[src/rtl/mesh_radio_frame_field_parser_core_defines.svh]
// Assertion macros shared by the frame parser modules.
// Each macro expects clk and rst_n to exist in the module that uses it.
`ifndef MESH_RADIO_FRAME_FIELD_PARSER_CORE_DEFINES_SVH
`define MESH_RADIO_FRAME_FIELD_PARSER_CORE_DEFINES_SVH

// Same-cycle implication, checked outside reset
`define MRFFP_ASSERT_NOW(label, ante, cons, msg) \
  label: assert property (@(posedge clk) disable iff (!rst_n) (ante) |-> (cons)) \
    else $error(msg);

// Next-cycle implication, checked outside reset
`define MRFFP_ASSERT_NEXT(label, ante, cons, msg) \
  label: assert property (@(posedge clk) disable iff (!rst_n) (ante) |=> (cons)) \
    else $error(msg);

`endif

[src/rtl/mrffp_pkg.sv]
`default_nettype none

package mrffp_pkg;

  // Record kinds
  localparam logic [1:0] KIND_HOP     = 2'd0;
  localparam logic [1:0] KIND_TAG     = 2'd1;
  localparam logic [1:0] KIND_SUMMARY = 2'd2;

  // Byte tags
  localparam logic [4:0] TAG_PUSH      = 5'd0;
  localparam logic [4:0] TAG_KEY       = 5'd1;
  localparam logic [4:0] TAG_TIME      = 5'd2;
  localparam logic [4:0] TAG_SIG       = 5'd3;
  localparam logic [4:0] TAG_FLAGS     = 5'd4;
  localparam logic [4:0] TAG_LAT       = 5'd5;
  localparam logic [4:0] TAG_LON       = 5'd6;
  localparam logic [4:0] TAG_BLE       = 5'd7;
  localparam logic [4:0] TAG_SHORTCUT  = 5'd8;
  localparam logic [4:0] TAG_NAME      = 5'd9;
  localparam logic [4:0] TAG_DST       = 5'd10;
  localparam logic [4:0] TAG_SRC       = 5'd11;
  localparam logic [4:0] TAG_REQMAC    = 5'd12;
  localparam logic [4:0] TAG_REQCIPHER = 5'd13;
  localparam logic [4:0] TAG_OTHER     = 5'd14;
  localparam logic [4:0] TAG_CHAN      = 5'd15;
  localparam logic [4:0] TAG_GRPMAC    = 5'd16;
  localparam logic [4:0] TAG_GRPCIPHER = 5'd17;

  // Frame status codes
  localparam logic [3:0] ST_OK         = 4'd0;
  localparam logic [3:0] ST_SHORT      = 4'd1;
  localparam logic [3:0] ST_RESERVED   = 4'd2;
  localparam logic [3:0] ST_PATH_CUT   = 4'd3;
  localparam logic [3:0] ST_ADV_SHORT  = 4'd4;
  localparam logic [3:0] ST_GPS        = 4'd5;
  localparam logic [3:0] ST_BLE        = 4'd6;
  localparam logic [3:0] ST_SHORTCUT   = 4'd7;
  localparam logic [3:0] ST_REQ_SHORT  = 4'd8;
  localparam logic [3:0] ST_GRP_SHORT  = 4'd9;

  // One queue word: an optional hop or tag record, then an optional summary
  typedef struct packed {
    logic              rec_v;
    logic [1:0]        rec_kind;
    logic [23:0]       rec_hash;
    logic [7:0]        rec_byte;
    logic [4:0]        rec_tag;
    logic              sum_v;
    logic [1:0]        route_type;
    logic [3:0]        payload_type;
    logic [1:0]        payload_version;
    logic signed [7:0] snr;
    logic signed [7:0] rssi;
    logic [5:0]        hop_count;
    logic [3:0]        status;
  } entry_t;

  // Queue handshake toward the front and the back
  typedef struct packed {
    logic full;
    logic head_valid;
  } q_status_t;

endpackage

`default_nettype wire

[src/rtl/mrffp_front.sv]
`default_nettype none

`include "mesh_radio_frame_field_parser_core_defines.svh"

module mrffp_front (
  input  wire logic            clk,
  input  wire logic            rst_n,
  input  wire logic            accept,
  input  wire logic [7:0]      in_byte,
  input  wire logic            in_frame_end,
  output logic                 push,
  output mrffp_pkg::entry_t    push_word
);

  // Parse phases
  localparam logic [3:0] PH_PUSH      = 4'd0;
  localparam logic [3:0] PH_SNR       = 4'd1;
  localparam logic [3:0] PH_RSSI      = 4'd2;
  localparam logic [3:0] PH_HDR       = 4'd3;
  localparam logic [3:0] PH_META      = 4'd4;
  localparam logic [3:0] PH_PATH      = 4'd5;
  localparam logic [3:0] PH_ADV_FIXED = 4'd6;
  localparam logic [3:0] PH_ADV_FLAGS = 4'd7;
  localparam logic [3:0] PH_GPS       = 4'd8;
  localparam logic [3:0] PH_BLE       = 4'd9;
  localparam logic [3:0] PH_SC        = 4'd10;
  localparam logic [3:0] PH_ADV_REST  = 4'd11;
  localparam logic [3:0] PH_REQ       = 4'd12;
  localparam logic [3:0] PH_GRP       = 4'd13;
  localparam logic [3:0] PH_OTHER     = 4'd14;
  localparam logic [3:0] PH_ERR       = 4'd15;

  localparam logic [3:0] PT_REQ = 4'd0;
  localparam logic [3:0] PT_ADV = 4'd4;
  localparam logic [3:0] PT_GRP = 4'd5;

  localparam logic [6:0] ADV_FIXED_LEN = 7'd100;

  // Pick the payload layout from the header's payload type
  function automatic logic [3:0] payload_phase(input logic [7:0] hdr);
    logic [3:0] t;
    t = hdr[5:2];
    if (t == PT_ADV)      payload_phase = PH_ADV_FIXED;
    else if (t == PT_REQ) payload_phase = PH_REQ;
    else if (t == PT_GRP) payload_phase = PH_GRP;
    else                  payload_phase = PH_OTHER;
  endfunction

  // Pick the next advert part still owed, starting at option position from
  function automatic logic [3:0] advert_phase(input logic [1:0] from, input logic [3:0] opt);
    if (from == 2'd0 && opt[0])       advert_phase = PH_GPS;
    else if (from <= 2'd1 && opt[1])  advert_phase = PH_BLE;
    else if (from <= 2'd2 && opt[2])  advert_phase = PH_SC;
    else                              advert_phase = PH_ADV_REST;
  endfunction

  logic [3:0]  phase_r, phase_nxt;
  logic [3:0]  fld_cnt_r, fld_cnt_nxt;
  logic [5:0]  hops_rem_r, hops_rem_nxt;
  logic [1:0]  hop_idx_r, hop_idx_nxt;
  logic [23:0] hop_acc_r, hop_acc_nxt;
  logic [1:0]  hop_size_r, hop_size_nxt;
  logic [7:0]  hdr_r, hdr_nxt;
  logic [7:0]  snr_r, snr_nxt;
  logic [7:0]  rssi_r, rssi_nxt;
  logic [5:0]  plen_r, plen_nxt;
  logic [6:0]  pay_cnt_r, pay_cnt_nxt;
  logic [3:0]  opt_r, opt_nxt;
  logic [3:0]  err_r, err_nxt;
  logic [2:0]  fcnt_r, fcnt_nxt;

  logic        rec_v;
  logic [1:0]  rec_kind;
  logic [23:0] rec_hash;
  logic [4:0]  rec_tag;
  logic [3:0]  status;
  logic [6:0]  idx;
  logic [23:0] acc_shift;
  logic [5:0]  hops_dec;
  logic [3:0]  fld_inc;

  assign idx       = pay_cnt_r;
  assign acc_shift = {hop_acc_r[15:0], in_byte};
  assign hops_dec  = hops_rem_r - 6'd1;
  assign fld_inc   = fld_cnt_r + 4'd1;

  // Advance the parse state by one byte and classify it
  always_comb begin
    phase_nxt    = phase_r;
    fld_cnt_nxt  = fld_cnt_r;
    hops_rem_nxt = hops_rem_r;
    hop_idx_nxt  = hop_idx_r;
    hop_acc_nxt  = hop_acc_r;
    hop_size_nxt = hop_size_r;
    hdr_nxt      = hdr_r;
    snr_nxt      = snr_r;
    rssi_nxt     = rssi_r;
    plen_nxt     = plen_r;
    pay_cnt_nxt  = pay_cnt_r;
    opt_nxt      = opt_r;
    err_nxt      = err_r;
    fcnt_nxt     = fcnt_r;
    rec_v        = 1'b0;
    rec_kind     = mrffp_pkg::KIND_TAG;
    rec_hash     = '0;
    rec_tag      = mrffp_pkg::TAG_PUSH;

    if (err_r == mrffp_pkg::ST_OK) begin
      if (fcnt_r < 3'd5) begin
        fcnt_nxt = fcnt_r + 3'd1;
      end
      if (phase_r inside {[PH_ADV_FIXED:PH_OTHER]} && pay_cnt_r < ADV_FIXED_LEN) begin
        pay_cnt_nxt = pay_cnt_r + 7'd1;
      end

      case (phase_r)
        PH_PUSH: begin
          rec_v     = 1'b1;
          rec_tag   = mrffp_pkg::TAG_PUSH;
          phase_nxt = PH_SNR;
        end
        PH_SNR: begin
          snr_nxt   = in_byte;
          phase_nxt = PH_RSSI;
        end
        PH_RSSI: begin
          rssi_nxt  = in_byte;
          phase_nxt = PH_HDR;
        end
        PH_HDR: begin
          hdr_nxt   = in_byte;
          phase_nxt = PH_META;
        end
        PH_META: begin
          plen_nxt     = in_byte[5:0];
          hop_size_nxt = in_byte[7:6];
          if (in_byte[7:6] == 2'd3) begin
            err_nxt   = mrffp_pkg::ST_RESERVED;
            phase_nxt = PH_ERR;
          end else if (in_byte[5:0] == 6'd0) begin
            phase_nxt = payload_phase(hdr_r);
          end else begin
            hops_rem_nxt = in_byte[5:0];
            hop_idx_nxt  = 2'd0;
            hop_acc_nxt  = '0;
            phase_nxt    = PH_PATH;
          end
        end
        PH_PATH: begin
          hop_acc_nxt = acc_shift;
          if (hop_idx_r >= hop_size_r) begin
            rec_v        = 1'b1;
            rec_kind     = mrffp_pkg::KIND_HOP;
            rec_hash     = acc_shift;
            hop_acc_nxt  = '0;
            hop_idx_nxt  = 2'd0;
            hops_rem_nxt = hops_dec;
            if (hops_dec == 6'd0) begin
              phase_nxt = payload_phase(hdr_r);
            end
          end else begin
            hop_idx_nxt = hop_idx_r + 2'd1;
          end
        end
        PH_ADV_FIXED: begin
          rec_v = 1'b1;
          if (idx < 7'd32)      rec_tag = mrffp_pkg::TAG_KEY;
          else if (idx < 7'd36) rec_tag = mrffp_pkg::TAG_TIME;
          else                  rec_tag = mrffp_pkg::TAG_SIG;
          if (idx >= 7'd99) begin
            phase_nxt = PH_ADV_FLAGS;
          end
        end
        PH_ADV_FLAGS: begin
          rec_v       = 1'b1;
          rec_tag     = mrffp_pkg::TAG_FLAGS;
          opt_nxt     = in_byte[7:4];
          fld_cnt_nxt = 4'd0;
          phase_nxt   = advert_phase(2'd0, in_byte[7:4]);
        end
        PH_GPS: begin
          rec_v       = 1'b1;
          rec_tag     = (fld_cnt_r < 4'd4) ? mrffp_pkg::TAG_LAT : mrffp_pkg::TAG_LON;
          fld_cnt_nxt = fld_inc;
          if (fld_inc >= 4'd8) begin
            fld_cnt_nxt = 4'd0;
            phase_nxt   = advert_phase(2'd1, opt_r);
          end
        end
        PH_BLE: begin
          rec_v       = 1'b1;
          rec_tag     = mrffp_pkg::TAG_BLE;
          fld_cnt_nxt = fld_inc;
          if (fld_inc >= 4'd2) begin
            fld_cnt_nxt = 4'd0;
            phase_nxt   = advert_phase(2'd2, opt_r);
          end
        end
        PH_SC: begin
          rec_v       = 1'b1;
          rec_tag     = mrffp_pkg::TAG_SHORTCUT;
          fld_cnt_nxt = fld_inc;
          if (fld_inc >= 4'd2) begin
            fld_cnt_nxt = 4'd0;
            phase_nxt   = advert_phase(2'd3, opt_r);
          end
        end
        PH_ADV_REST: begin
          rec_v   = 1'b1;
          rec_tag = opt_r[3] ? mrffp_pkg::TAG_NAME : mrffp_pkg::TAG_OTHER;
        end
        PH_REQ: begin
          rec_v = 1'b1;
          if (idx == 7'd0)      rec_tag = mrffp_pkg::TAG_DST;
          else if (idx == 7'd1) rec_tag = mrffp_pkg::TAG_SRC;
          else if (idx < 7'd4)  rec_tag = mrffp_pkg::TAG_REQMAC;
          else                  rec_tag = mrffp_pkg::TAG_REQCIPHER;
        end
        PH_GRP: begin
          rec_v = 1'b1;
          if (idx == 7'd0)     rec_tag = mrffp_pkg::TAG_CHAN;
          else if (idx < 7'd3) rec_tag = mrffp_pkg::TAG_GRPMAC;
          else                 rec_tag = mrffp_pkg::TAG_GRPCIPHER;
        end
        PH_OTHER: begin
          rec_v   = 1'b1;
          rec_tag = mrffp_pkg::TAG_OTHER;
        end
        default: begin
        end
      endcase
    end
  end

  // Judge the frame from the state left after this byte
  always_comb begin
    status = mrffp_pkg::ST_OK;
    if (err_nxt != mrffp_pkg::ST_OK) begin
      status = err_nxt;
    end else if (fcnt_nxt < 3'd5) begin
      status = mrffp_pkg::ST_SHORT;
    end else if (phase_nxt == PH_PATH) begin
      status = mrffp_pkg::ST_PATH_CUT;
    end else if (hdr_nxt[5:2] == PT_ADV) begin
      if (pay_cnt_nxt < ADV_FIXED_LEN)  status = mrffp_pkg::ST_ADV_SHORT;
      else if (phase_nxt == PH_GPS)     status = mrffp_pkg::ST_GPS;
      else if (phase_nxt == PH_BLE)     status = mrffp_pkg::ST_BLE;
      else if (phase_nxt == PH_SC)      status = mrffp_pkg::ST_SHORTCUT;
    end else if (hdr_nxt[5:2] == PT_REQ) begin
      if (pay_cnt_nxt < 7'd4) status = mrffp_pkg::ST_REQ_SHORT;
    end else if (hdr_nxt[5:2] == PT_GRP) begin
      if (pay_cnt_nxt < 7'd3) status = mrffp_pkg::ST_GRP_SHORT;
    end
  end

  // Build the queue word
  always_comb begin
    push_word                 = '0;
    push_word.rec_v           = rec_v;
    push_word.rec_kind        = rec_kind;
    push_word.rec_hash        = rec_hash;
    push_word.rec_byte        = in_byte;
    push_word.rec_tag         = rec_tag;
    push_word.sum_v           = in_frame_end;
    push_word.route_type      = hdr_nxt[1:0];
    push_word.payload_type    = hdr_nxt[5:2];
    push_word.payload_version = hdr_nxt[7:6];
    push_word.snr             = snr_nxt;
    push_word.rssi            = rssi_nxt;
    push_word.hop_count       = plen_nxt;
    push_word.status          = status;
  end

  assign push = accept && (rec_v || in_frame_end);

  // Update parse state; clear it after the final byte
  always_ff @(posedge clk) begin
    if (!rst_n || (accept && in_frame_end)) begin
      phase_r    <= PH_PUSH;
      fld_cnt_r  <= '0;
      hops_rem_r <= '0;
      hop_idx_r  <= '0;
      hop_acc_r  <= '0;
      hop_size_r <= '0;
      hdr_r      <= '0;
      snr_r      <= '0;
      rssi_r     <= '0;
      plen_r     <= '0;
      pay_cnt_r  <= '0;
      opt_r      <= '0;
      err_r      <= '0;
      fcnt_r     <= '0;
    end else if (accept) begin
      phase_r    <= phase_nxt;
      fld_cnt_r  <= fld_cnt_nxt;
      hops_rem_r <= hops_rem_nxt;
      hop_idx_r  <= hop_idx_nxt;
      hop_acc_r  <= hop_acc_nxt;
      hop_size_r <= hop_size_nxt;
      hdr_r      <= hdr_nxt;
      snr_r      <= snr_nxt;
      rssi_r     <= rssi_nxt;
      plen_r     <= plen_nxt;
      pay_cnt_r  <= pay_cnt_nxt;
      opt_r      <= opt_nxt;
      err_r      <= err_nxt;
      fcnt_r     <= fcnt_nxt;
    end
  end

  // Error phase and the reserved-size error travel together
  `MRFFP_ASSERT_NOW(a_err_phase, phase_r == PH_ERR, err_r == mrffp_pkg::ST_RESERVED, "error phase without error code")
  // Path phase always has hops left to take
  `MRFFP_ASSERT_NOW(a_path_hops, phase_r == PH_PATH, hops_rem_r != 6'd0, "path phase with no hops left")
  // Byte counters never pass their saturation points
  `MRFFP_ASSERT_NOW(a_sat, 1'b1, fcnt_r <= 3'd5 && pay_cnt_r <= ADV_FIXED_LEN, "counter past limit")

endmodule

`default_nettype wire

[src/rtl/mrffp_queue.sv]
`default_nettype none

`include "mesh_radio_frame_field_parser_core_defines.svh"

module mrffp_queue #(
  parameter int DEPTH = 4
) (
  input  wire logic            clk,
  input  wire logic            rst_n,
  input  wire logic            push,
  input  wire mrffp_pkg::entry_t push_word,
  input  wire logic            pop,
  output mrffp_pkg::q_status_t q_stat,
  output mrffp_pkg::entry_t    head_word
);

  localparam int AW = $clog2(DEPTH);
  localparam int CW = $clog2(DEPTH + 1);
  localparam logic [AW-1:0] LAST = AW'(DEPTH - 1);

  mrffp_pkg::entry_t mem_r [DEPTH];
  logic [AW-1:0] wr_ptr_r, rd_ptr_r;
  logic [CW-1:0] cnt_r, cnt_nxt;

  assign q_stat.full       = (cnt_r == CW'(DEPTH));
  assign q_stat.head_valid = (cnt_r != '0);
  assign head_word         = mem_r[rd_ptr_r];

  always_comb begin
    cnt_nxt = cnt_r;
    if (push && !pop)      cnt_nxt = cnt_r + CW'(1);
    else if (!push && pop) cnt_nxt = cnt_r - CW'(1);
  end

  // Store words; no reset needed on the payload
  always_ff @(posedge clk) begin
    if (push) begin
      mem_r[wr_ptr_r] <= push_word;
    end
  end

  // Advance pointers and occupancy
  always_ff @(posedge clk) begin
    if (!rst_n) begin
      wr_ptr_r <= '0;
      rd_ptr_r <= '0;
      cnt_r    <= '0;
    end else begin
      if (push) wr_ptr_r <= (wr_ptr_r == LAST) ? '0 : wr_ptr_r + AW'(1);
      if (pop)  rd_ptr_r <= (rd_ptr_r == LAST) ? '0 : rd_ptr_r + AW'(1);
      cnt_r <= cnt_nxt;
    end
  end

  `MRFFP_ASSERT_NOW(a_no_overflow, push, !q_stat.full, "push into full queue")
  `MRFFP_ASSERT_NOW(a_no_underflow, pop, q_stat.head_valid, "pop from empty queue")
  `MRFFP_ASSERT_NOW(a_word_has_record, q_stat.head_valid, head_word.rec_v || head_word.sum_v, "queued word carries no record")

endmodule

`default_nettype wire

[src/rtl/mrffp_back.sv]
`default_nettype none

`include "mesh_radio_frame_field_parser_core_defines.svh"

module mrffp_back (
  input  wire logic                 clk,
  input  wire logic                 rst_n,
  input  wire mrffp_pkg::q_status_t q_stat,
  input  wire mrffp_pkg::entry_t    head_word,
  output logic                      pop,
  output logic                      out_valid,
  input  wire logic                 out_stall,
  output logic [1:0]                out_record_kind,
  output logic [23:0]               out_hop_hash,
  output logic [7:0]                out_payload_byte,
  output logic [4:0]                out_byte_tag,
  output logic [1:0]                out_route_type,
  output logic [3:0]                out_payload_type,
  output logic [1:0]                out_payload_version,
  output logic signed [7:0]         out_snr_quarter_db,
  output logic signed [7:0]         out_rssi_dbm,
  output logic [5:0]                out_hop_count,
  output logic [3:0]                out_frame_status,
  output logic                      out_run_last
);

  logic        valid_r;
  logic        sub_r, sub_nxt;
  logic        load;
  logic        take_rec;
  logic [1:0]  kind_r, kind_nxt;
  logic [23:0] hash_r, hash_nxt;
  logic [7:0]  byte_r, byte_nxt;
  logic [4:0]  tag_r, tag_nxt;
  logic [1:0]  route_r, route_nxt;
  logic [3:0]  ptype_r, ptype_nxt;
  logic [1:0]  ver_r, ver_nxt;
  logic [7:0]  snr_r, snr_nxt;
  logic [7:0]  rssi_r, rssi_nxt;
  logic [5:0]  hops_r, hops_nxt;
  logic [3:0]  status_r, status_nxt;
  logic        last_r, last_nxt;

  // Load the output register when it is free or being taken
  assign load     = q_stat.head_valid && (!valid_r || !out_stall);
  assign take_rec = head_word.rec_v && !sub_r;
  assign pop      = load && !(take_rec && head_word.sum_v);

  // Select the record from the head word
  always_comb begin
    kind_nxt   = mrffp_pkg::KIND_SUMMARY;
    hash_nxt   = '0;
    byte_nxt   = '0;
    tag_nxt    = '0;
    route_nxt  = head_word.route_type;
    ptype_nxt  = head_word.payload_type;
    ver_nxt    = head_word.payload_version;
    snr_nxt    = head_word.snr;
    rssi_nxt   = head_word.rssi;
    hops_nxt   = head_word.hop_count;
    status_nxt = head_word.status;
    last_nxt   = 1'b1;
    sub_nxt    = 1'b0;
    if (take_rec) begin
      kind_nxt   = head_word.rec_kind;
      route_nxt  = '0;
      ptype_nxt  = '0;
      ver_nxt    = '0;
      snr_nxt    = '0;
      rssi_nxt   = '0;
      hops_nxt   = '0;
      status_nxt = '0;
      last_nxt   = !head_word.sum_v;
      sub_nxt    = head_word.sum_v;
      if (head_word.rec_kind == mrffp_pkg::KIND_HOP) begin
        hash_nxt = head_word.rec_hash;
      end else begin
        byte_nxt = head_word.rec_byte;
        tag_nxt  = head_word.rec_tag;
      end
    end
  end

  // Hold the word while stalled, drop valid once taken
  always_ff @(posedge clk) begin
    if (!rst_n) begin
      valid_r <= 1'b0;
      sub_r   <= 1'b0;
    end else begin
      if (load) begin
        valid_r <= 1'b1;
        sub_r   <= sub_nxt;
      end else if (!out_stall) begin
        valid_r <= 1'b0;
      end
    end
  end

  always_ff @(posedge clk) begin
    if (load) begin
      kind_r   <= kind_nxt;
      hash_r   <= hash_nxt;
      byte_r   <= byte_nxt;
      tag_r    <= tag_nxt;
      route_r  <= route_nxt;
      ptype_r  <= ptype_nxt;
      ver_r    <= ver_nxt;
      snr_r    <= snr_nxt;
      rssi_r   <= rssi_nxt;
      hops_r   <= hops_nxt;
      status_r <= status_nxt;
      last_r   <= last_nxt;
    end
  end

  assign out_valid           = valid_r;
  assign out_record_kind     = kind_r;
  assign out_hop_hash        = hash_r;
  assign out_payload_byte    = byte_r;
  assign out_byte_tag        = tag_r;
  assign out_route_type      = route_r;
  assign out_payload_type    = ptype_r;
  assign out_payload_version = ver_r;
  assign out_snr_quarter_db  = snr_r;
  assign out_rssi_dbm        = rssi_r;
  assign out_hop_count       = hops_r;
  assign out_frame_status    = status_r;
  assign out_run_last        = last_r;

  // A summary always closes the byte's records
  `MRFFP_ASSERT_NOW(a_sum_last, valid_r && kind_r == mrffp_pkg::KIND_SUMMARY, last_r, "summary not last")
  // A held second record means the head word still waits for its summary
  `MRFFP_ASSERT_NOW(a_sub_head, sub_r, q_stat.head_valid && head_word.sum_v, "pending summary lost")
  // After a first record with a summary behind it, the summary comes next
  `MRFFP_ASSERT_NEXT(a_sub_order, load && take_rec && head_word.sum_v, sub_r, "summary skipped")

endmodule

`default_nettype wire

[src/rtl/mesh_radio_frame_field_parser_core.sv]
// Mesh radio log frame field parser.
// Input channel: one raw frame byte per word (in_byte), with in_frame_end high
// on the frame's final byte. A word is taken when in_valid is high and in_stall
// low. Output channel: one record per word (hop hash, tagged payload byte or
// frame summary), taken when out_valid is high and out_stall low; out_run_last
// marks the last record caused by one input byte.
// Throughput: one input byte per cycle while in_stall is low. Most bytes cause
// zero or one record; the final byte can cause two (its own record and the
// summary), which leave as two output words. The front parser runs one byte
// per cycle into a queue of QUEUE_DEPTH words; the back drains one record per
// cycle into an output register unless out_stall holds a valid word there.
// The byte's word is written into the queue when the byte is accepted; the
// output register then loads it from the queue head when free or being taken.
// Reset (synchronous, rst_n low): parser returns to expecting a push code,
// queue empties, out_valid drops. No clearing pass.
// Receiver stall: the output register holds its word; the queue fills and then
// in_stall rises until space frees.
`default_nettype none

module mesh_radio_frame_field_parser_core #(
  parameter int QUEUE_DEPTH = 4
) (
  input  wire logic        clk,
  input  wire logic        rst_n,
  input  wire logic        in_valid,
  output logic             in_stall,
  input  wire logic [7:0]  in_byte,
  input  wire logic        in_frame_end,
  output logic             out_valid,
  input  wire logic        out_stall,
  output logic [1:0]       out_record_kind,
  output logic [23:0]      out_hop_hash,
  output logic [7:0]       out_payload_byte,
  output logic [4:0]       out_byte_tag,
  output logic [1:0]       out_route_type,
  output logic [3:0]       out_payload_type,
  output logic [1:0]       out_payload_version,
  output logic signed [7:0] out_snr_quarter_db,
  output logic signed [7:0] out_rssi_dbm,
  output logic [5:0]       out_hop_count,
  output logic [3:0]       out_frame_status,
  output logic             out_run_last
);

  logic                 accept;
  logic                 push;
  logic                 pop;
  mrffp_pkg::entry_t    push_word;
  mrffp_pkg::entry_t    head_word;
  mrffp_pkg::q_status_t q_stat;

  assign in_stall = q_stat.full;
  assign accept   = in_valid && !q_stat.full;

  mrffp_front u_front (
    .clk          (clk),
    .rst_n        (rst_n),
    .accept       (accept),
    .in_byte      (in_byte),
    .in_frame_end (in_frame_end),
    .push         (push),
    .push_word    (push_word)
  );

  mrffp_queue #(
    .DEPTH (QUEUE_DEPTH)
  ) u_queue (
    .clk       (clk),
    .rst_n     (rst_n),
    .push      (push),
    .push_word (push_word),
    .pop       (pop),
    .q_stat    (q_stat),
    .head_word (head_word)
  );

  mrffp_back u_back (
    .clk                 (clk),
    .rst_n               (rst_n),
    .q_stat              (q_stat),
    .head_word           (head_word),
    .pop                 (pop),
    .out_valid           (out_valid),
    .out_stall           (out_stall),
    .out_record_kind     (out_record_kind),
    .out_hop_hash        (out_hop_hash),
    .out_payload_byte    (out_payload_byte),
    .out_byte_tag        (out_byte_tag),
    .out_route_type      (out_route_type),
    .out_payload_type    (out_payload_type),
    .out_payload_version (out_payload_version),
    .out_snr_quarter_db  (out_snr_quarter_db),
    .out_rssi_dbm        (out_rssi_dbm),
    .out_hop_count       (out_hop_count),
    .out_frame_status    (out_frame_status),
    .out_run_last        (out_run_last)
  );

endmodule

`default_nettype wire
[config.mk]
export PLATFORM = sky130hd
export DESIGN_NAME = mesh_radio_frame_field_parser_core
export DESIGN_NICKNAME = d
export VERILOG_FILES = /design/src/rtl/mrffp_pkg.sv /design/src/rtl/mrffp_front.sv /design/src/rtl/mrffp_queue.sv /design/src/rtl/mrffp_back.sv /design/src/rtl/mesh_radio_frame_field_parser_core.sv
export VERILOG_INCLUDE_DIRS = /design/src /design/src/rtl
export SDC_FILE = /design/constraint.sdc
export NUM_CORES = 1
export LEC_CHECK = 0
export BUFFER_PORTS_ARGS = -buffer_cell sky130_fd_sc_hd__buf_2
export CAP_MARGIN = 10
export CORE_MARGIN = 2
export CORE_UTILIZATION = 60
export CTS_CLUSTER_DIAMETER = 120
export DETAILED_ROUTE_END_ITERATION = 12
export GPL_TIMING_DRIVEN = 0
export PLACE_DENSITY = 0.78
export SLEW_MARGIN = 20
export SYNTH_ARGS = -nofsm -noshare
export SYNTH_HDL_FRONTEND = slang
export SYNTH_SLANG_ARGS = --single-unit
[constraint.sdc]
create_clock -name clk -period 12.2 [get_ports clk]
set_clock_uncertainty 0.15 [all_clocks]
set_input_delay 2.44 -clock clk [delete_from_list [all_inputs] [get_ports clk]]
set_output_delay 2.44 -clock clk [all_outputs]
set_load 0.03 [all_outputs]
# Word level (Yosys, flattened, before mapping)
# Memories as Yosys holds them, arrays and structs flattened. A register that Yosys moved wholly into a read port is not among the register bits.
# Cells that the tools add are included.
[totals] reg_bits=165 mem_bits_rw=300 input_bits=13 out_inout_bits=76 elab_cells=226 memories=1
[op_classes] addsub=9 n_lt_le_gt_ge=17 n_eq_ne=31 mux=91 n_bitwise=1 reduce_logical=45
[memory_table] name="u_queue.mem_r" depth=4 word_bits=75 rd=1 rd_clocked_by_memory_dff=1 wr=1 line="mrffp_queue.sv:21" source="mrffp_pkg::entry_t mem_r [DEPTH];"
[ops] cell="$mux 4" count=30
[ops] cell="$mux 24" count=3
[ops] cell="$mux 16" count=3
[ops] cell="$mux 8" count=6
[ops] cell="$pmux 5 s9" count=1
[ops] cell="$pmux 4 s11" count=1
[ops] cell="$eq 4x4->1 const B" count=10
[ops] cell="$eq 4x3->1 const B" count=9
[ops] cell="$pmux 16 s2" count=1
[ops] cell="$mux 6" count=5
[ops] cell="$mux 5" count=5
[ops] cell="$mux 2" count=11
[ops] cell="$mux 3" count=6
[ops] cell="$logic_not 4->1" count=4
[ops] cell="$lt 7x2->1 const B" count=2
[ops] cell="$lt 7x3->1 const B" count=2
[ops] cell="$lt 7x6->1 const B" count=2
[ops] cell="$lt 7x7->1 const B" count=2
[ops] cell="$mux 7" count=2
[ops] cell="$mux 1" count=13
[ops] cell="$logic_not 6->1" count=2
[ops] cell="$pmux 4 s3" count=1
[ops] cell="$pmux 6 s2" count=1
[ops] cell="$logic_and 1x1->1" count=11
[ops] cell="other kinds (37)" count=61

# Logic depth before layout (Yosys ltp)
# Gate-level depths: netlist (run 1).
[depth] word_depth=17 mapped_depth=14 depth_no_buf=13

# Hierarchy
# A second synthesis (run 1) with hierarchy kept.
[unflattened] hier_cells=1260 area_unflattened_um2=19319.8
[by_module_without_submodules] mod="mrffp_queue" n_inst=1 cells_each=435 area_each_um2=11277.1 seq_area_each_um2=9188.8
[by_module_without_submodules] mod="mrffp_front" n_inst=1 cells_each=655 area_each_um2=5142.4 seq_area_each_um2=1621.6
[by_module_without_submodules] mod="mrffp_back" n_inst=1 cells_each=169 area_each_um2=2886.5 seq_area_each_um2=2262.2
[by_module_without_submodules] mod="mesh_radio_frame_field_parser_core" n_inst=1 cells_each=1 area_each_um2=13.8 seq_area_each_um2=0.0

# Least setup slack after synthesis (run 1)
# Ideal clock, no wire load.
[synth_path] path_kind="input -> register" start="input port out_stall" end="register u_queue.cnt_r[2]" arrival_ps=7926 required_ps=11974 setup_slack_ps=4048 stages=8 cell_sequence="a21oi_1 nand2_1 ha_1 inv_1 fa_1 xor2_1 or3_1 a21boi_0"
[synth_between] elab_chain_cells=7 word_cells_on_any_way=9 classes_between="1 x mux; 8 x reduce/logical"
[synth_rtl] item="from (decl)" line="mesh_radio_frame_field_parser_core.sv:30" source="input wire logic out_stall,"
[synth_rtl] item="$logic_not 1->1 *" line="mrffp_back.sv:45" source="assign load = q_stat.head_valid && (!valid_r || !out_stall);"
[synth_rtl] item="$logic_or 1x1->1 *" line="mrffp_back.sv:45"
[synth_rtl] item="$logic_and 1x1->1 *" line="mrffp_back.sv:45"
[synth_rtl] item="$logic_and 1x1->1 *" line="mrffp_back.sv:47" source="assign pop = load && !(take_rec && head_word.sum_v);"
[synth_rtl] item="$logic_not 1->1" line="mrffp_queue.sv:31" source="if (push && !pop) cnt_nxt = cnt_r + CW'(1);"
[synth_rtl] item="$logic_and 1x1->1" line="mrffp_queue.sv:31"
[synth_rtl] item="$mux 3 / $reduce_bool 2->1 (equally long branches)"
[synth_rtl] item="to (signal assigned)" line="mrffp_queue.sv:51" source="cnt_r <= cnt_nxt;"
[synth_rtl] item="to (decl)" line="mrffp_queue.sv:23" source="logic [CW-1:0] cnt_r, cnt_nxt;"
# Mark *: on every way between the ends. The rest lies on a longest branch, timed or not.
# A chain may end at the register's enable or synchronous reset.

==> key figures, run 1 <==
Run status
  • Outcome: complete, no violations

CTS
  • Worst-Skew Late Latency: 0.54 ns
  • Worst-path clk slew: 0.06 ns
  • TritonCTS clock tree: done
  • H-tree Lvls: 2
  • CTS root buffer: clkbuf_16
  • Post-cts hold buffer count: 0
  • Sink Count: 462
  • Post-CTS Setup Bufs: 0
  • Clock Tree Buf Depth: 3
  • Post-cts resize count: 0
  • TritonCTS buffer count: 46

Drt
  • Via count: 11.11k
  • Routed length on met1: 16870 µm
  • DR iter-0 viols: 1161
  • Met3 WL: 2243 µm
  • DR pass1 iterations: 5
  • Vias per Instance: 6.039
  • Wire length per cell: 21.77 µm
  • Top routing layer used: met4
  • Final ANT Viol Nets: 0
  • Metal2 WL: 19570 µm
  • Post-Route WL: 40060 µm
  • DRC viols: 0

Timing
  • Final hold vios: 0
  • Final worst-path setup slack: 6.933 ns
  • Hold slack final: 0.3032 ns
  • Slew @ Worst Pin: 1.082 ns
  • Fin Setup TNS: 0 ns
  • Post-route minimum period: 5.267 ns
  • Setup violators final: 0
  • Highest Clock Rate: 189.9 MHz
  • Max_slew headroom: 27.74%
  • Fin. max-slew vios: 0
  • RSZ-0062 raised after global routing: no
  • Fin crit share: 43.17%

Die
  • # rows: 64
  • Ports: 89
  • Initial core utilization: 61.33%
  • Die Area: 32950 µm²
  • Die X-Extent: 181.5 µm
  • Die Y-Extent: 181.5 µm
  • CORE AREA: 30830 µm²

Setup path
  • Slowest Stage Delay on Critical Path: 0.67 ns
  • Crit path cell chain: buf_2, clkbuf_1, nand2_1, nor3_1, and4b_1, o21ai_1, nand2_1, or4b_1, a31oi_1
  • Critical Path Most Common Cell: nand2_1
  • CP arrival: 5.39 ns
  • Slowest cell on crit path: clkbuf_1
  • Crit start category: primary input
  • Worst Path Required: 12.33 ns
  • Maximum fanout along the worst path: 9
  • Critical path capture point type: flip-flop
  • Critical path class: in2reg

Logic synthesis
  • Top cells by area, synth: edfxtp_1, dfxtp_1, mux4_2
  • Synthesized instance count: 1265
  • Synth cell types: 71
  • Area leader, netlist: edfxtp_1
  • Synthesized flop and latch total: 462
  • Mapped Area: 18910 µm²
  • EDFF count, synth: 370
  • Most frequent cell after synthesis: edfxtp_1
  • Yosys top cell area share: 58.77%
  • Avg Inst Size Synth: 14.95 µm²
  • Fraction of registers with async set/reset: 0%
  • Post-synth top cells: edfxtp_1, nand2_1, dfxtp_1, nor2b_1, mux4_2
  • Synth Flop Type: edfxtp_1
  • Yosys warnings: 0
  • Seq/Total Area, Yosys: 68.51%
  • Post-synthesis net count: 1295

Cells and area
  • Finished Layout Cells: 1840
  • Area grow syn2layout: 14.10%
  • Antenna cells: 0
  • Fill count: 1961
  • Reg area: 12950 µm²
  • Nets: 1438
  • Multi-input logic area: 5584 µm²
  • Fin util: 69.98%
  • Ratio of cells with drive above 1 in the final layout: 20.91%

Global route
  • Number of antenna violations at the first check in global routing: 0
  • First-pass GRT wire length: 62290 µm
  • Largest net degree at the start of global routing: 49
  • Grt total ovfl: 0
  • Vias in the first global route: 11.05k
  • GR Util All Layers: 24.68%

Job
  • Max-Cap Viols: 0

Hold path
  • HP Class: reg2reg

Place
  • Pre-CTS WS: 6.505 ns
  • Placed insts: 1756
  • HPWL Detailed: 25330 µm
  • Port-buffer cells: 88
  • Routability cong.: 0.9285

Pwr
  • PD cells: 213.1 nW/µm²
  • Leak pwr: 7.475 nW
  • Worst VDD drop: 0.1644 mV
==> path summary, 6_finish.rpt <==
path / start / slack, ns / to / cells past startpoint
setup reg to reg: u_front.err_r[3]$_SDFFE_PP0P_ / 8.57 / u_queue.cnt_r[2]$_SDFFE_PN0P_ / 12
hold reg to reg: u_front.snr_r[4]$_SDFFE_PP0P_ / 0.30 / u_front.snr_r[4]$_SDFFE_PP0P_ / 2
hold / removal: u_front.snr_r[4]$_SDFFE_PP0P_ / 0.30 / u_front.snr_r[4]$_SDFFE_PP0P_ / 2
setup / recovery: in_byte[6] / 6.93 / u_queue.mem_r[2][0]$_DFFE_PP_ / 9
==> through the flow <==
step | instance area (µm²) | total power [W]
after floorplan | 18910 | 0.002899
after global placement | 19840 | 0.003202
after detailed placement | 20060 | 0.003249
after CTS | 21570 | 0.004629
after global routing | 21570 | 0.004775
final | 21570 | 0.004597
==> placed cells by master, fill, tap and decap left out, types with 22 or more instances in the layout <==
master       n
clkbuf_1    49
mux2_2      30
inv_1       23
clkbuf_16   48
nand3_1     26
edfxtp_1   370
mux4_2      74
a21oi_1     62
nor2b_1     85
a31oi_1     22
nor3_1      24
dfxtp_1     92
buf_2       99
nor2_1      64
nand2_1    107
and2_1      31
==> cell families (layout without fill, tap and decap cells) <==
family	after synthesis	in the layout	share of synthesized area, %
flip-flops	462	462	68.51
AND/OR/NAND/NOR	404	404	11.20
AO/OA/AOI/OAI	154	154	5.109
multiplexers	117	117	11.29
buffers and inverters	97	276	2.078
adder cells (fa/ha/maj)	17	17	1.165
XOR/XNOR	14	14	0.6485
==> power breakdown <==
part           leakage [nW]  internal (W)  total (W)  switching (W)
clock                 0.758      0.000818    0.00139       0.000570
sequential             4.24       0.00199    0.00205      0.0000592
combinational          2.48      0.000423    0.00116       0.000737
==> critical path, delay by kind of cell <==
kind | cells | cell delay [ns]
compound gates | 2 | 0.64
buf+inv | 2 | 0.79
simple gates | 5 | 1.52
==> layer usage <==
layer  GRT usage (%)  vias to the layer above
li1                -                     5054
met1           34.20                     5535
met2           40.43                      434
met3           3.510                       88
met4           9.171                        0
met5               0                        -
==> cell type report <==
cell class                      count  share of cell area (%)
Tap cell                          396                   2.297
Sequential cell                   462                   60.04
Timing Repair Buffer               95                   2.935
Buffer                             74                   1.421
Clock inverter                     23                  0.7656
Inverter                           23                  0.4002
Multi-Input combinational cell    706                   25.88
Clock buffer                       61                   6.258
==> flip-flops by register name, summed over array words and instances (netlist names), 4 cells and up, named ones only <==
register,count
u_queue.mem_r,296
u_back.out_payload_type,4
u_back.out_payload_byte,8
u_front.rssi_r,8
u_front.snr_r,8
u_front.hop_acc_r,16
u_front.fld_cnt_r,4
u_back.out_rssi_dbm,8
u_front.plen_r,6
u_back.out_hop_count,6
u_back.out_hop_hash,24
u_front.err_r,4
u_back.out_frame_status,4
u_front.hops_rem_r,6
u_back.out_snr_quarter_db,8
u_front.hdr_r,8
u_front.idx,7
u_front.phase_r,4
u_back.out_byte_tag,5
No activity file was read; power rests on OpenSTA's default activity.
==> inputs of run 2 (changes only) <==
--- a/config.mk
+++ b/config.mk
@@ -9,11 +9,11 @@
 export BUFFER_PORTS_ARGS = -buffer_cell sky130_fd_sc_hd__buf_2
 export CAP_MARGIN = 10
 export CORE_MARGIN = 2
-export CORE_UTILIZATION = 60
+export CORE_UTILIZATION = 55
 export CTS_CLUSTER_DIAMETER = 120
 export DETAILED_ROUTE_END_ITERATION = 12
 export GPL_TIMING_DRIVEN = 0
-export PLACE_DENSITY = 0.78
+export PLACE_DENSITY = 0.75
 export SLEW_MARGIN = 20
 export SYNTH_ARGS = -nofsm -noshare
 export SYNTH_HDL_FRONTEND = slang
==> constraint.sdc (replaced) <==
create_clock -name clk -period 4.79 [get_ports clk]
set_clock_uncertainty 0.15 [all_clocks]
set_input_delay 0.958 -clock clk [delete_from_list [all_inputs] [get_ports clk]]
set_output_delay 0.958 -clock clk [all_outputs]
set_load 0.03 [all_outputs]
==> key figures, run 2 (synthesis results as in run 1) <==
Timing
  • Max_slew headroom: 35.38% (+7.6 points)
  • Setup violators final: 0 (unchanged)
  • Post-route minimum period: 3.703 ns
  • Slew @ Worst Pin: 0.9672 ns (-0.1144 ns)
  • Highest Clock Rate: 270.0 MHz
  • Final hold vios: 0 (unchanged)
  • Fin. max-slew vios: 0 (unchanged)
  • RSZ-0062 raised after global routing: no
  • Hold slack final: 0.3006 ns (-0.002632 ns)
  • Fin crit share: 77.31%

CTS
  • Sink Count: 462 (unchanged)
  • TritonCTS buffer count: 47 (+2.2%)
  • Post-CTS Setup Bufs: 0 (unchanged)
  • TritonCTS clock tree: done
  • Worst-path clk slew: 0.06 ns (about the same)
  • H-tree Lvls: 2 (unchanged)
  • Post-cts resize count: 0 (unchanged)
  • Worst-Skew Late Latency: 0.56 ns (+0.02 ns)
  • Clock Tree Buf Depth: 3 (unchanged)
  • CTS root buffer: clkbuf_16
  • Post-cts hold buffer count: 0 (unchanged)

Cells and area
  • Largest register by flop count: u_queue.mem_r
  • Most frequent cells in the layout: edfxtp_1, nand2_1, buf_2, dfxtp_1, nor2b_1
  • Final Cell Area: 21620 µm² (+0.21%)
  • Largest register FFs: 296 (unchanged)
  • Nets: 1439 (+0.070%)
  • Reg area: 12950 µm² (unchanged)
  • Fill count: 2467 (+26%)
  • Ratio of cells with drive above 1 in the final layout: 20.58% (-0.33 points)
  • Area grow syn2layout: 14.35%
  • Multi-input logic area: 5584 µm² (unchanged)
  • Antenna cells: 0 (unchanged)
  • Most common cell after layout, fill and taps aside: edfxtp_1

Setup path
  • Maximum fanout along the worst path: 9 (unchanged)
  • Critical path class: in2reg
  • Worst Path Required: 4.94 ns (-7.39 ns)
  • Crit start category: primary input
  • RR Startpoint: u_front.err_r[3]$_SDFFE_PP0P_
  • Register-to-register setup slack: 1.21 ns (-7.36 ns)
  • Critical path capture point type: flip-flop
  • CP arrival: 3.85 ns (-1.54 ns)
  • CP startpoint: in_byte[6]

Place
  • HPWL Detailed: 25530 µm (+0.79%)
  • Port-buffer cells: 88 (unchanged)
  • Routability cong.: 0.9263 (-0.24%)
  • DP Area: 20120 µm² (+0.33%)

Drt
  • DR pass1 iterations: 5 (unchanged)
  • Wire length per cell: 21.02 µm (-3.5%)
  • Routed length on met1: 17290 µm (+2.5%)
  • Post-Route WL: 39850 µm (-0.52%)
  • Top routing layer used: met4
  • DR iter-0 viols: 1004 (-14%)
  • Final ANT Viol Nets: 0 (unchanged)
  • DRC viols: 0 (unchanged)
  • Met3 WL: 2310 µm (+3.0%)
  • Metal2 WL: 19140 µm (-2.2%)
  • Vias per Instance: 5.812 (-3.7%)
  • Via count: 11.02k (-0.82%)

Pwr
  • Reg power frac: 44.6% (about the same)
  • Clock power share: 30.1% (about the same)
  • Worst VDD drop: 0.3605 mV (+120%)
  • Switch Pwr: 0.003489 W (+160%)
  • Total internal power: 0.008182 W (+150%)
  • Combinational Power Share: 25.2% (about the same)
  • PD cells: 539.9 nW/µm² (+150%)
  • Sw Share: 29.90% (+0.18 points)
  • Leak pwr: 7.455 nW (-0.27%)

Hold path
  • Hold Crit Start: u_front.snr_r[5]$_SDFFE_PP0P_
  • HP Class: reg2reg

Die
  • Initial core utilization: 56.10% (-5.2 points)
  • # rows: 67 (+4.7%)
  • Die Y-Extent: 189.4 µm (+4.3%)
  • Die Area: 35880 µm² (+8.9%)
  • Ports: 89 (unchanged)
  • Die X-Extent: 189.4 µm (+4.3%)
  • CORE AREA: 33700 µm² (+9.3%)

Run status
  • Outcome: complete, no violations

Global route
  • Vias in the first global route: 10.92k (-1.2%)
  • Number of antenna violations at the first check in global routing: 0 (unchanged)
  • Largest net degree at the start of global routing: 49 (unchanged)
  • First-pass GRT wire length: 62070 µm (-0.34%)
  • Grt total ovfl: 0 (unchanged)
  • GR Util All Layers: 22.72% (-2.0 points)

Job
  • Max-Cap Viols: 0 (unchanged)
## run 2: per-layer routing
| metal | track usage (%) | vias up |
|---|---|---|
| li1 | - | 5073 |
| met1 | 32.40 | 5513 |
| met3 | 3.911 | 70 |
| met4 | 7.633 | 0 |
| met5 | 0 | - |
| met2 | 35.94 | 364 |
## run 2: area by class of cell
class / instances / share of cell area (%)
flip-flops and latches: 462 / 59.91
multi-input cells: 706 / 25.83
clock buffers: 65 / 6.094
repair buffers: 95 / 2.928
well taps: 448 / 2.593
plain buffers: 74 / 1.418
clock inverters: 23 / 0.8276
inverters: 23 / 0.3993
## run 2: metrics by stage
step	util [%]	std cells	setup WS [ns]	power (W)	TNS, ns
2_1_floorplan	-	1265	0.02632	0.007361	0
6_report	64.15	1896	1.087	0.01167	0
4_1_cts	64.15	1896	1.102	0.01179	0
5_1_grt	64.15	1896	0.9149	0.01216	0
3_5_place_dp	59.71	1808	0.5458	0.008272	0
3_3_place_gp	59.09	1801	-1.441	0.008146	-265.83
## run 2: power by group through the flow
stage          clock network (W)  registers, W  logic [W]
4_1_cts                  0.00358       0.00522    0.00299
5_1_grt                  0.00373       0.00526    0.00317
6_report                 0.00352       0.00521    0.00294
3_3_place_gp                   0       0.00534    0.00280
3_5_place_dp                   0       0.00530    0.00298
2_1_floorplan                  0       0.00597    0.00140
## run 2: worst max-delay path: stages
cell and delay (ns):
buf_2 0.12, clkbuf_1 0.64, nand2_1 0.34, nor3_1 0.31, and4b_1 0.23, o21ai_1 0.20, nand2_1 0.15, or4b_1 0.49
a31oi_1 0.40
## run 2: worst paths after layout
| kind | to | cells past startpoint |
|---|---|---|
| setup / recovery | u_queue.mem_r[1][0]$_DFFE_PP_ | 9 |
| setup reg to reg | u_queue.cnt_r[2]$_SDFFE_PN0P_ | 12 |
| hold / removal | u_front.snr_r[5]$_SDFFE_PP0P_ | 2 |
| hold reg to reg | u_front.snr_r[5]$_SDFFE_PP0P_ | 2 |
==> inputs of run 3 (changes only) <==
--- a/config.mk
+++ b/config.mk
@@ -9,11 +9,11 @@
 export BUFFER_PORTS_ARGS = -buffer_cell sky130_fd_sc_hd__buf_2
 export CAP_MARGIN = 10
 export CORE_MARGIN = 2
-export CORE_UTILIZATION = 55
+export CORE_UTILIZATION = 60
 export CTS_CLUSTER_DIAMETER = 120
 export DETAILED_ROUTE_END_ITERATION = 12
 export GPL_TIMING_DRIVEN = 0
-export PLACE_DENSITY = 0.75
+export PLACE_DENSITY = 0.78
 export SLEW_MARGIN = 20
 export SYNTH_ARGS = -nofsm -noshare
 export SYNTH_HDL_FRONTEND = slang
==> constraint.sdc (replaced) <==
create_clock -name clk -period 3.6 [get_ports clk]
set_clock_uncertainty 0.15 [all_clocks]
set_input_delay 0.72 -clock clk [delete_from_list [all_inputs] [get_ports clk]]
set_output_delay 0.72 -clock clk [all_outputs]
set_load 0.03 [all_outputs]
==> key figures, run 3 (synthesis results as in run 1) <==
Run status
  • Outcome: complete, no violations

Place
  • HPWL Detailed: 25150 µm (-1.5%)
  • Routability cong.: 0.9285 (+0.24%)
  • Port-buffer cells: 88 (unchanged)
  • Pre-CTS WS: -0.4015 ns (-0.9473 ns)

Setup path
  • CP arrival: 3.72 ns (-0.13 ns)
  • Worst-case reg-to-reg path depth: 10 (-2)
  • Critical path capture point type: flip-flop
  • Maximum fanout along the worst path: 10 (+1)
  • Reg2reg end: u_queue.cnt_r[2]$_SDFFE_PN0P_
  • Crit start category: flip-flop
  • Critical path class: reg2reg
  • Worst Path Required: 3.92 ns (-1.02 ns)
  • Register-to-register setup slack: 0.19 ns (-1.02 ns)

Timing
  • Final worst-path setup slack: 0.1933 ns (-0.8935 ns)
  • Hold slack final: 0.2626 ns (-0.03799 ns)
  • Max_slew headroom: 25.69% (-9.7 points)
  • Fin. max-slew vios: 0 (unchanged)
  • Fin Setup TNS: 0 ns (unchanged)
  • Highest Clock Rate: 293.5 MHz
  • Setup violators final: 0 (unchanged)
  • Post-route minimum period: 3.407 ns
  • Slew @ Worst Pin: 1.087 ns (+0.1194 ns)
  • RSZ-0062 raised after global routing: no
  • Final hold vios: 0 (unchanged)
  • Fin crit share: 94.63%

Global route
  • Vias in the first global route: 11.11k (+1.7%)
  • GR Util All Layers: 24.87% (+2.1 points)
  • First-pass GRT wire length: 62700 µm (+1.0%)
  • Number of antenna violations at the first check in global routing: 0 (unchanged)
  • Largest net degree at the start of global routing: 47 (-4.1%)
  • Grt total ovfl: 0 (unchanged)

CTS
  • Sink Count: 462 (unchanged)
  • Worst-path clk slew: 0.06 ns (about the same)
  • TritonCTS clock tree: done
  • CTS root buffer: clkbuf_16
  • Worst-Skew Late Latency: 0.55 ns (about the same)
  • TritonCTS buffer count: 46 (-2.1%)
  • H-tree Lvls: 2 (unchanged)
  • Clock Tree Buf Depth: 3 (unchanged)

Die
  • Die Area: 32950 µm² (-8.2%)
  • Initial core utilization: 61.33% (+5.2 points)
  • Ports: 89 (unchanged)
  • Die Y-Extent: 181.5 µm (-4.2%)
  • CORE AREA: 30830 µm² (-8.5%)
  • Die X-Extent: 181.5 µm (-4.2%)
  • # rows: 64 (-4.5%)

Drt
  • Final ANT Viol Nets: 0 (unchanged)
  • Via count: 11.24k (+2.0%)
  • DR iter-0 viols: 1088 (+8.4%)
  • Vias per Instance: 6.108 (+5.1%)
  • DRC viols: 0 (unchanged)
  • DR pass1 iterations: 5 (unchanged)
  • Wire length per cell: 21.91 µm (+4.2%)
  • Post-Route WL: 40320 µm (+1.2%)

Cells and area
  • Area grow syn2layout: 13.57%
  • Most frequent cells in the layout: edfxtp_1, nand2_1, buf_2, dfxtp_1, nor2b_1
  • Antenna cells: 0 (unchanged)
  • Ratio of cells with drive above 1 in the final layout: 20.78% (+0.20 points)
  • Largest register by flop count: u_queue.mem_r
  • Nets: 1436 (-0.21%)
  • Largest register FFs: 296 (unchanged)
  • Most common cell after layout, fill and taps aside: edfxtp_1

Pwr
  • Total internal power: 0.01068 W (+31%)
  • Worst VDD drop: 0.4142 mV (+15%)
  • Clock power share: 29.2% (-0.9 points)
  • Reg power frac: 45.2% (+0.6 points)
  • Combinational Power Share: 25.6% (+0.4 points)
  • Sw Share: 30.56% (+0.66 points)
  • PD cells: 716.3 nW/µm² (+33%)
  • Switch Pwr: 0.004701 W (+35%)
  • Leak pwr: 7.409 nW (-0.62%)

Hold path
  • HP Class: in2reg
  • Hold Crit Start: in_byte[3]
  • Hold Crit Endpoint: u_queue.mem_r[1][43]$_DFFE_PP_
  • WHS Path Cells: 1 (-1)

Job
  • Max-Cap Viols: 0 (unchanged)
==> run 3: cell count changes in the layout (fill, tap and decap cells not counted), moves of 2 or more <==
cell,change
clkbuf_16,-2
clkinvlp_4,+3
clkbuf_1,-5
clkbuf_8,-2
clkinv_4,+2
==> run 3: timing repair <==
item / in CTS / in global routing
hold buffers: 0 / 0
setup buffers: 0 / 0
setup endpoints to repair: 0 / 13
gates resized for setup: 0 / 3
==> run 3: final cells by class <==
| type | count | area [µm²] |
|---|---|---|
| well taps | 396 | 495.5 |
| multi-input cells | 706 | 5584 |
| clock buffers | 57 | 1224 |
| plain buffers | 72 | 300.3 |
| flip-flops and latches | 462 | 12950 |
| clock inverters | 29 | 205.2 |
| inverters | 23 | 86.33 |
| fillers | 1994 | 9356 |
| repair buffers | 95 | 625.6 |
==> run 3: worst max path at each step <==
stage               depth (start not counted)                           from  slack, ns                       endpoint
finish                                     10                      flip-flop       0.19  u_queue.cnt_r[2]$_SDFFE_PN0P_
global route                               10                      flip-flop       0.02  u_queue.cnt_r[2]$_SDFFE_PN0P_
CTS                                        12  u_front.err_r[3]$_SDFFE_PP0P_       0.05  u_queue.cnt_r[2]$_SDFFE_PN0P_
detailed placement                          9                     in_byte[6]      -0.40  u_queue.mem_r[2][0]$_DFFE_PP_
global placement                            9                      out_stall      -0.92  u_queue.cnt_r[2]$_SDFFE_PN0P_
floorplan                                   8                      out_stall       0.02  u_queue.cnt_r[2]$_SDFFE_PN0P_
==> run 3: critical path: stages, from the launching register on <==
cell and delay [ns]:
dfxtp_1 0.35, clkbuf_1 0.77, mux4_2 0.41, nand2_1 0.10
nand2_1 0.24, ha_1 0.23, inv_1 0.06, fa_1 0.38
xor2_1 0.18, or3_1 0.30, a21boi_0 0.16
==> run 3: metrics by stage <==
| step | util [%] | power (W) | cell area (µm²) | instances |
|---|---|---|---|---|
| finish | 69.65 | 0.01538 | 21470 | 1840 |
| global placement | 64.42 | 0.01077 | 19860 | 1749 |
| CTS | 69.67 | 0.01548 | 21480 | 1842 |
| detailed placement | 65.03 | 0.01101 | 20050 | 1756 |
| global route | 69.65 | 0.01598 | 21470 | 1840 |
| floorplan | - | 0.009773 | 18920 | 1265 |
==> run 3: power by group through the flow <==
stage,sequential (W),combinational (W),clock (W)
after global routing,0.00703,0.00421,0.00474
after CTS,0.00696,0.00399,0.00453
after global placement,0.00706,0.00371,0
final,0.00695,0.00394,0.00449
after detailed placement,0.00705,0.00395,0
after floorplan,0.00791,0.00186,0
==> run 3: metal layers <==
metal	wire length, µm	track usage [%]	part of all wire, %	vias up
met4	1264	8.585	3.1	0
met2	19440	40.84	48	427
li1	-	-	-	5066
met1	17050	34.80	42	5663
met5	0	0	0	-
met3	2556	3.369	6.3	82
